===== src/hw/rtl/wftd_pkg.sv =====
// ----------------------------------------------------------------------------
// wftd_pkg
// Shared types, codes and lookup functions for the wall-follow turn decider.
// ----------------------------------------------------------------------------
`default_nettype none

package wftd_pkg;

    localparam int NUM_CASES = 8;

    typedef enum logic [1:0] {
        CMD_FWD   = 2'd0,
        CMD_SLOW  = 2'd1,
        CMD_LEFT  = 2'd2,
        CMD_RIGHT = 2'd3
    } t_cmd;

    typedef enum logic [1:0] {
        PH_IDLE   = 2'd0,
        PH_TURNED = 2'd1,
        PH_SETTLE = 2'd2
    } t_phase;

    // configuration register indexes
    localparam logic [1:0] CFG_SIDE_LIMIT  = 2'd0;
    localparam logic [1:0] CFG_FRONT_LIMIT = 2'd1;
    localparam logic [1:0] CFG_LEFT_FLOOR  = 2'd2;
    localparam logic [1:0] CFG_LEFT_MARGIN = 2'd3;

    // wall cases with special handling
    localparam logic [2:0] CASE_FWD_POST   = 3'd0;
    localparam logic [2:0] CASE_LEFT_SLOW  = 3'd2;
    localparam logic [2:0] CASE_RIGHT_HOLD0 = 3'd4;
    localparam logic [2:0] CASE_RIGHT_HOLD1 = 3'd5;

    typedef struct packed {
        logic       wr;          // right wall present
        logic       f_lt_limit;  // signed front below front limit
        logic [2:0] wcase;       // wall case
    } t_class;

    // {R,F,L} -> wall case
    function automatic logic [2:0] case_of_bits(input logic [2:0] rfl);
        logic [2:0] c;
        case (rfl)
            3'b000:  c = 3'd6;
            3'b001:  c = 3'd7;
            3'b010:  c = 3'd4;
            3'b011:  c = 3'd5;
            3'b100:  c = 3'd1;
            3'b101:  c = 3'd0;
            3'b110:  c = 3'd3;
            3'b111:  c = 3'd2;
            default: c = 3'd0;
        endcase
        return c;
    endfunction

    function automatic t_cmd cmd_of_case(input logic [2:0] c);
        t_cmd m;
        case (c)
            3'd0, 3'd1: m = CMD_FWD;
            3'd2, 3'd3: m = CMD_LEFT;
            default:    m = CMD_RIGHT;
        endcase
        return m;
    endfunction

endpackage

`default_nettype wire


===== src/hw/rtl/wftd_classify.sv =====
// ----------------------------------------------------------------------------
// wftd_classify
// Range-to-wall-bit compares and wall case lookup.
// ----------------------------------------------------------------------------
`default_nettype none

module wftd_classify (
    input  wire logic signed [10:0] i_left_range,
    input  wire logic signed [10:0] i_right_range,
    input  wire logic signed [10:0] i_front_range,
    input  wire logic [9:0]         i_side_limit,
    input  wire logic [9:0]         i_front_limit,
    output wftd_pkg::t_class        o_cls
);
    import wftd_pkg::*;

    logic wl;
    logic wr;
    logic wf;

    // negative range never counts as a wall
    assign wl = !i_left_range[10]  && (i_left_range[9:0]  < i_side_limit);
    assign wr = !i_right_range[10] && (i_right_range[9:0] < i_side_limit);
    assign wf = !i_front_range[10] && (i_front_range[9:0] < i_front_limit);

    assign o_cls.wr         = wr;
    assign o_cls.f_lt_limit = i_front_range[10] || (i_front_range[9:0] < i_front_limit);
    assign o_cls.wcase      = case_of_bits({wr, wf, wl});

endmodule

`default_nettype wire


===== src/hw/rtl/wftd_decide.sv =====
// ----------------------------------------------------------------------------
// wftd_decide
// Vote counter bank, turn phase sequencer and command selection.
// ----------------------------------------------------------------------------
`default_nettype none

module wftd_decide #(
    parameter int VOTE_MAX = 5
) (
    input  wire logic               i_clk,
    input  wire logic               i_rst_n,
    input  wire logic               i_step,
    input  wire wftd_pkg::t_class   i_cls,
    input  wire logic signed [10:0] i_front_range,
    input  wire logic [9:0]         i_left_floor,
    input  wire logic [7:0]         i_left_margin,
    output logic                    o_emit,
    output wftd_pkg::t_cmd          o_cmd,
    output logic [2:0]              o_wcase
);
    import wftd_pkg::*;

    localparam int VW = $clog2(VOTE_MAX + 1);
    localparam logic [VW-1:0] VMAX = VW'(VOTE_MAX);
    localparam logic [VW-1:0] HALF = VW'(VOTE_MAX / 2);

    logic [VW-1:0]       r_votes [NUM_CASES];
    logic [VW-1:0]       n_votes [NUM_CASES];
    logic [VW-1:0]       votes_new [NUM_CASES];
    t_phase              r_phase, n_phase;
    logic [VW-1:0]       r_settle, n_settle;
    logic                r_prev_fwd, n_prev_fwd;
    logic                r_pending, n_pending;
    logic [2:0]          r_pend_case, n_pend_case;
    logic signed [10:0]  r_mark, n_mark;

    logic [VW-1:0]       settle_plus;
    logic                settle_done;
    logic                classify;
    logic                lt_mark;
    logic [VW-1:0]       sel_votes;
    logic                at_half;
    logic                at_max;
    logic                slow;
    logic                hold;
    logic                restart;
    t_cmd                case_cmd;
    logic [10:0]         f_adj;
    logic signed [10:0]  f_half;
    logic signed [12:0]  f_less_margin;

    assign settle_plus = (i_cls.wr && (r_settle < VMAX)) ? r_settle + VW'(1) : r_settle;
    assign settle_done = (r_phase == PH_SETTLE) && (settle_plus >= VMAX);
    assign classify    = !r_pending && ((r_phase == PH_IDLE)
                       || ((r_phase == PH_TURNED) && i_cls.f_lt_limit) || settle_done);
    assign lt_mark     = i_front_range < r_mark;

    // saturating vote update; settle completion restarts from an empty bank
    always_comb begin
        logic [VW-1:0] base;
        for (int k = 0; k < NUM_CASES; k++) begin
            base = settle_done ? '0 : r_votes[k];
            if (3'(k) == i_cls.wcase) begin
                votes_new[k] = (base < VMAX) ? base + VW'(1) : VMAX;
            end else begin
                votes_new[k] = (base != '0) ? base - VW'(1) : '0;
            end
        end
    end

    assign sel_votes = votes_new[i_cls.wcase];
    assign at_half   = sel_votes == HALF;
    assign at_max    = sel_votes >= VMAX;
    assign case_cmd  = cmd_of_case(i_cls.wcase);
    assign slow      = at_half && (i_cls.wcase[2] || (i_cls.wcase == CASE_LEFT_SLOW));
    assign hold      = at_max && ((i_cls.wcase == CASE_RIGHT_HOLD0)
                    || (i_cls.wcase == CASE_RIGHT_HOLD1)) && !lt_mark;

    // front / 2 rounded toward zero
    assign f_adj  = i_front_range + {10'b0, i_front_range[10]};
    assign f_half = $signed(f_adj) >>> 1;

    assign f_less_margin = {{2{i_front_range[10]}}, i_front_range} - {5'b0, i_left_margin};
    assign restart       = f_less_margin >= $signed({3'b0, i_left_floor});

    // next state
    always_comb begin
        n_votes     = r_votes;
        n_phase     = r_phase;
        n_settle    = r_settle;
        n_prev_fwd  = r_prev_fwd;
        n_pending   = r_pending;
        n_pend_case = r_pend_case;
        n_mark      = r_mark;
        if (r_pending) begin
            if (lt_mark) begin
                n_pending = 1'b0;
            end
        end else begin
            case (r_phase)
                PH_TURNED: begin
                    if (i_cls.f_lt_limit) begin
                        n_settle = '0;
                        n_phase  = PH_IDLE;
                    end else begin
                        // settling counts this same sample
                        n_settle   = {{(VW-1){1'b0}}, i_cls.wr};
                        n_phase    = PH_SETTLE;
                        n_prev_fwd = 1'b1;
                    end
                end
                PH_SETTLE: begin
                    if (settle_done) begin
                        n_settle = '0;
                        n_phase  = PH_IDLE;
                    end else begin
                        n_settle = settle_plus;
                    end
                end
                PH_IDLE: begin
                end
                default: begin
                    n_phase = PH_IDLE;
                end
            endcase
            if (classify) begin
                n_votes = votes_new;
                if (slow) begin
                    n_prev_fwd = 1'b0;
                    if (i_cls.wcase[2]) begin
                        n_mark = f_half;
                    end else if (restart) begin
                        n_votes[CASE_LEFT_SLOW] = '0;
                    end
                end
                if (at_max) begin
                    n_prev_fwd = case_cmd == CMD_FWD;
                    if (case_cmd != CMD_FWD) begin
                        n_phase = PH_TURNED;
                        if (hold) begin
                            n_pending   = 1'b1;
                            n_pend_case = i_cls.wcase;
                        end
                    end
                end
            end
        end
    end

    // command output
    always_comb begin
        o_emit  = 1'b0;
        o_cmd   = CMD_FWD;
        o_wcase = CASE_FWD_POST;
        if (r_pending) begin
            o_emit  = lt_mark;
            o_cmd   = CMD_RIGHT;
            o_wcase = r_pend_case;
        end else if ((r_phase == PH_TURNED) && !i_cls.f_lt_limit) begin
            o_emit = 1'b1;
        end else if (classify) begin
            o_wcase = i_cls.wcase;
            if (slow) begin
                o_emit = 1'b1;
                o_cmd  = CMD_SLOW;
            end else if (at_max) begin
                o_cmd  = case_cmd;
                o_emit = (case_cmd == CMD_FWD) ? !r_prev_fwd : !hold;
            end
        end
    end

    always_ff @(posedge i_clk) begin
        if (!i_rst_n) begin
            for (int k = 0; k < NUM_CASES; k++) begin
                r_votes[k] <= '0;
            end
            r_phase     <= PH_IDLE;
            r_settle    <= '0;
            r_prev_fwd  <= 1'b0;
            r_pending   <= 1'b0;
            r_pend_case <= '0;
            r_mark      <= '0;
        end else if (i_step) begin
            r_votes     <= n_votes;
            r_phase     <= n_phase;
            r_settle    <= n_settle;
            r_prev_fwd  <= n_prev_fwd;
            r_pending   <= n_pending;
            r_pend_case <= n_pend_case;
            r_mark      <= n_mark;
        end
    end

endmodule

`default_nettype wire


===== src/hw/rtl/wall_follow_turn_decider_core.sv =====
// ----------------------------------------------------------------------------
// wall_follow_turn_decider_core
// Sonar range samples in, drive commands out, with vote-based wall tracking.
// ----------------------------------------------------------------------------
//  channel   direction  handshake           payload
//  s_axis    in         tvalid/tready       left, right, front range
//  m_axis    out        tvalid/tready       drive command, wall case, tlast
//  cfg       in         we (no wait)        four limit registers
//
//  A sample is held in the input register, then the decision logic updates
//  all state and loads the result register, one sample per cycle sustained
//  unless a waiting result is not taken. Samples that cause no command leave no result.
//  Synchronous active-low reset clears all votes and the turn sequencer.
//  A stalled result register stalls the input register, which stalls s_axis.
// ----------------------------------------------------------------------------
`default_nettype none

module wall_follow_turn_decider_core #(
    parameter int VOTE_MAX = 5
) (
    input  wire logic        i_clk,
    input  wire logic        i_rst_n,
    input  wire logic        i_s_tvalid,
    output logic             o_s_tready,
    input  wire logic [39:0] i_s_tdata,    // left_range, right_range, front_range
    output logic             o_m_tvalid,
    input  wire logic        i_m_tready,
    output logic [7:0]       o_m_tdata,    // drive_command, wall_case
    output logic             o_m_tlast,    // last_of_run
    input  wire logic        i_cfg_we,
    input  wire logic [1:0]  i_cfg_idx,
    input  wire logic [9:0]  i_cfg_wdata
);
    import wftd_pkg::*;

    logic               r_in_valid;
    logic signed [10:0] r_left, r_right, r_front;
    logic               r_out_valid;
    t_cmd               r_out_cmd;
    logic [2:0]         r_out_case;
    logic [9:0]         r_side_limit, r_front_limit, r_left_floor;
    logic [7:0]         r_left_margin;

    logic   out_free;
    logic   step;
    t_class cls;
    logic   emit;
    t_cmd   emit_cmd;
    logic [2:0] emit_case;

    assign out_free   = !r_out_valid || i_m_tready;
    assign step       = r_in_valid && out_free;
    assign o_s_tready = !r_in_valid || step;

    always_ff @(posedge i_clk) begin
        if (!i_rst_n) begin
            r_side_limit  <= 10'd300;
            r_front_limit <= 10'd300;
            r_left_floor  <= 10'd100;
            r_left_margin <= 8'd50;
        end else if (i_cfg_we) begin
            case (i_cfg_idx)
                CFG_SIDE_LIMIT:  r_side_limit  <= i_cfg_wdata;
                CFG_FRONT_LIMIT: r_front_limit <= i_cfg_wdata;
                CFG_LEFT_FLOOR:  r_left_floor  <= i_cfg_wdata;
                CFG_LEFT_MARGIN: r_left_margin <= i_cfg_wdata[7:0];
                default: begin
                end
            endcase
        end
    end

    always_ff @(posedge i_clk) begin
        if (!i_rst_n) begin
            r_in_valid <= 1'b0;
        end else if (o_s_tready) begin
            r_in_valid <= i_s_tvalid;
        end
    end

    always_ff @(posedge i_clk) begin
        if (o_s_tready && i_s_tvalid) begin
            r_left  <= i_s_tdata[10:0];
            r_right <= i_s_tdata[21:11];
            r_front <= i_s_tdata[32:22];
        end
    end

    wftd_classify u_classify (
        .i_left_range  (r_left),
        .i_right_range (r_right),
        .i_front_range (r_front),
        .i_side_limit  (r_side_limit),
        .i_front_limit (r_front_limit),
        .o_cls         (cls)
    );

    wftd_decide #(
        .VOTE_MAX (VOTE_MAX)
    ) u_decide (
        .i_clk         (i_clk),
        .i_rst_n       (i_rst_n),
        .i_step        (step),
        .i_cls         (cls),
        .i_front_range (r_front),
        .i_left_floor  (r_left_floor),
        .i_left_margin (r_left_margin),
        .o_emit        (emit),
        .o_cmd         (emit_cmd),
        .o_wcase       (emit_case)
    );

    always_ff @(posedge i_clk) begin
        if (!i_rst_n) begin
            r_out_valid <= 1'b0;
        end else if (out_free) begin
            r_out_valid <= step && emit;
        end
    end

    always_ff @(posedge i_clk) begin
        if (step && emit) begin
            r_out_cmd  <= emit_cmd;
            r_out_case <= emit_case;
        end
    end

    assign o_m_tvalid = r_out_valid;
    assign o_m_tdata  = {3'b000, r_out_case, r_out_cmd};
    // each sample causes at most one command
    assign o_m_tlast  = 1'b1;

endmodule

`default_nettype wire


===== config.mk =====
export PLATFORM = sky130hd
export DESIGN_NAME = wall_follow_turn_decider_core
export DESIGN_NICKNAME = d
export VERILOG_FILES = /design/src/hw/rtl/wftd_pkg.sv /design/src/hw/rtl/wftd_classify.sv /design/src/hw/rtl/wftd_decide.sv /design/src/hw/rtl/wall_follow_turn_decider_core.sv
export SDC_FILE = /design/constraint.sdc
export NUM_CORES = 1
export LEC_CHECK = 0
export BUFFER_PORTS_ARGS = -buffer_cell sky130_fd_sc_hd__buf_4
export CORE_ASPECT_RATIO = 1.75
export CORE_MARGIN = 1.5
export CORE_UTILIZATION = 28
export CTS_CLUSTER_DIAMETER = 30
export DETAILED_ROUTE_END_ITERATION = 6
export PLACE_DENSITY_LB_ADDON = 0.15
export SYNTH_ARGS = -nofsm -noshare
export SYNTH_HDL_FRONTEND = slang
export SYNTH_SLANG_ARGS = --single-unit
export TNS_END_PERCENT = 20

===== constraint.sdc =====
create_clock -name i_clk -period 4.37 [get_ports i_clk]
set_clock_uncertainty 0.1 [all_clocks]
set_input_delay 0.2185 -clock i_clk [delete_from_list [all_inputs] [get_ports i_clk]]
set_output_delay 0.2185 -clock i_clk [all_outputs]
set_load 0.02 [all_outputs]

==> results.py <==
metrics = {
    "outcome": {
        "status": "completed",
    },
    "hold_path": {
        "holdCritPathClass": "input pin to flip-flop",
        "worstHoldStart": "i_m_tready",
        "holdPathEnd": "o_m_tvalid",
        "holdPathStages": 4,
    },
    "placed_design": {
        "port-buffer-count": 56,
        "place_inst": 1369,
        "pre_cts_slack_ns": -0.0771,
        "gp_congestion": 0.801,
        "dp_hpwl_um": 18100,
    },
    "yosys": {
        "synth-edff-count": 38,
        "netlist_area_sq_um": 7810,
        "ys_async_sr_fraction_pct": 0,
        "synth_warnings": 0,
        "ys.flop_type": "dfxtp_1",
        "ys_seq_area_share_pct": 36.1,
        "ys_seq_elements": 122,
        "avgSynthCellArea_sq_um": 8.53,
        "synth_top_area_share_pct": 21.5,
        "synthCells": 916,
        "synth_area_leader_cell": "dfxtp_1",
        "synthTopCellsByArea": "dfxtp_1 (22%), ha_1 (15%), edfxtp_1 (15%), nand2_1 (6.1%), inv_1 (4.5%)",
        "ys_types": 79,
    },
    "power": {
        "power_switching_mw": 0.928,
        "swShare_pct": 28.5,
        "ir_drop_v": 0.000290,
        "p_per_area_nw_per_um2": 321,
        "combinationalPowerShare_pct": 20.3,
        "internal-power_mw": 2.33,
        "pwr-share-seq_pct": 38.9,
        "clkPwrFrac_pct": 40.8,
        "finalPower_mw": 3.26,
        "p_leak_nw": 4.29,
    },
    "clock_tree": {
        "htreeDepth": 4,
        "cts.path.max_buffers": 2,
        "root_buffer": "clkbuf_16",
        "numCtsBuffers": 17,
        "worstSkewPairLatency_ns": 0.44,
        "cts.sinks": 122,
        "clk_pin_slew_ns": 0.06,
        "cts_tree": "done",
    },
    "timing": {
        "setup_viol": 0,
        "period_minus_slack_ns": 4.24,
        "hold_violations": 0,
        "slew_viol_final": 0,
        "tightest_slew_ns": 1.02,
        "relSlewSlack_pct": 31.9,
        "fin_crit_sh_pct": 97.1,
        "fmaxAchievable_ghz": 0.236,
        "tns_ns": 0,
        "setup_ws_ns": 0.129,
    },
    "setup_path": {
        "cp.arrival_ns": 4.27,
        "rrSetupSlack_ns": 0.13,
        "r2r-end": "r_out_cmd[0]",
        "cp-end-kind": "flip-flop",
        "cp_cell_sequence": "ha_1 > and2_4 > a221o_1 > and3_4 > a211o_4 > buf_6 > and2_4 > ha_4 > a21o_1 > a31o_2 > or4b_4 > o21ai_4 > o2111ai_2 > o21a_1 > o21ai_4",
        "crit_buf_inv": 1,
        "critPathRequiredTime_ns": 4.40,
        "cp_top_family": "compound AO/OA/AOI/OAI gates",
        "max_stage_delay_ns": 0.54,
        "worst-r2r-cell-count": 15,
        "start_kind": "flip-flop",
        "r2r_start": "r_right[5]",
        "cp_max_fo": 7,
        "path_class": "flip-flop to flip-flop",
        "crit_slowest_cell": "or4b_4",
    },
    "floorplan": {
        "start_util_pct": 28.6,
        "die-area_sq_um": 28900,
        "die_w_um": 129,
        "core_area_sq_um": 27300,
        "fp.dieH_um": 224,
        "fp-row-count": 80,
        "pin_count": 68,
    },
    "routing": {
        "vias": 6867,
        "drc": 0,
        "post_drt_wl_per_cell_um": 16.2,
        "finalWirelength_um": 23500,
        "ant_nets": 0,
        "viasPerCell": 4.75,
        "drtIter0Drc": 246,
        "dr.pass1.iters": 4,
    },
    "layout": {
        "area_delta_synth_final_pct": 30.0,
        "final_cells": 1447,
        "mostFrequentLayoutCells": "nand2_1 (125), buf_4 (121), inv_1 (93)",
        "postLayoutCoreUtil_pct": 37.2,
        "final_nets": 1216,
        "drive_gt1_share_pct": 18.2,
        "n_antenna_cell": 0,
        "layout_commonest_cell": "nand2_1",
    },
    "global_route": {
        "grt_max_degree": 47,
        "grt_pass1_wl_um": 37000,
        "gr-usage-all-layers_pct": 17.2,
        "gr-total-overflow": 0,
        "antenna_found_initial": 0,
        "grt_pass1_vias": 7050,
    },
    "flow_run": {
        "cap_violations": 0,
    },
}
## state kept, by name (all words and copies together) (netlist names), 2 cells and up
signal and flops:
r_front_limit 10, r_side_limit 10, u_decide.r_votes 24, u_decide.r_pend_case 3, r_left 11, u_decide.r_phase 2
r_out_case 3, r_right 11, r_out_cmd 2, u_decide.r_settle 3, r_left_margin 8, r_front 11
r_left_floor 10, u_decide.r_mark 10
## Yosys cell counts (all sizes together), types with 12 or more instances
cell type / instances
nand2: 126
inv: 94
ha: 93
dfxtp: 84
nor2: 74
a21oi: 68
o21ai: 40
edfxtp: 38
clkbuf: 30
o211ai: 28
a211oi: 20
and2: 19
nand3: 17
nor3: 16
buf: 12
## cell type report
| type | count | area (sq um) |
|---|---|---|
| Sequential cell | 122 | 2820 |
| Inverter | 95 | 357 |
| Clock buffer | 24 | 472 |
| Fill cell | 2822 | 17200 |
| Tap cell | 369 | 462 |
| Multi-Input combinational cell | 659 | 4560 |
| Timing Repair Buffer | 170 | 1410 |
| Clock inverter | 8 | 72.6 |
## how the worst max path moves through the flow
stage	from	to	slack, ns	cells past startpoint
global placement	r_side_limit[3]	r_out_case[1]	-0.06	18
detailed placement	r_side_limit[3]	r_out_case[1]	-0.08	17
CTS	r_side_limit[3]	u_decide.r_prev_fwd	0.008	18
floorplan	r_side_limit[3]	r_out_case[0]	0.02	19
global route	r_side_limit[9]	r_out_cmd[0]	-0.03	19
finish	r_right[5]	r_out_cmd[0]	0.13	15
## power groups by stage
stage	Combinational (mW)	Clock [mW]	Sequential, mW
global placement	0.614	0	1.29
floorplan	0.374	0	1.29
global route	0.739	1.41	1.27
CTS	0.657	1.37	1.27
finish	0.663	1.33	1.27
detailed placement	0.619	0	1.29
## timing repair
item	4_1_cts	5_1_grt
endpoints found under the setup margin	11	26
hold buffers	44	0
pin swaps	0	10
gates cloned	0	0
endpoints found under the hold margin	71	0
setup buffers	0	3
resized for setup	3	25
## routing by layer
metal / GRT usage, % / part of all wire [%] / vias up / wire length (um)
met1: 15.2 / 34 / 3203 / 8000
li1: - / - / 3493 / -
met3: 2.91 / 2.1 / 52 / 491
met4: 10.0 / 5.4 / 0 / 1260
met5: 0 / 0 / - / 0
met2: 34.9 / 58 / 119 / 13700
## per-stage QoR
stage	area (sq um)	hold WS (ns)
floorplan	7840	0.217
global placement	9030	0.297
detailed placement	9030	0.298
CTS	10000	0.0260
global route	10200	0.0569
finish	10200	0.0357
## logic make-up (layout without fill, tap and decap cells)
group           Yosys count  after routing  share of synthesized area [%]
mux                      11             11                           1.41
buf+inv                 137            297                           7.11
fa+ha+maj                94             94                           15.2
flops                   122            122                           36.1
simple gates            306            306                           18.2
xor+xnor                 16             16                           1.79
compound gates          228            228                           20.1
other cells               2              4                         0.0961
## worst register-to-register path: cells and delay by family (launching register included)
| kind | cells | cell delay, ns |
|---|---|---|
| AOI/OAI and AO/OA | 8 | 1.77 |
| DFF | 1 | 0.37 |
| and+or+nand+nor | 4 | 1.05 |
| adders and majority gates | 2 | 0.48 |
| buffers and inverters | 1 | 0.15 |
Power figures use the tool's default switching activity.
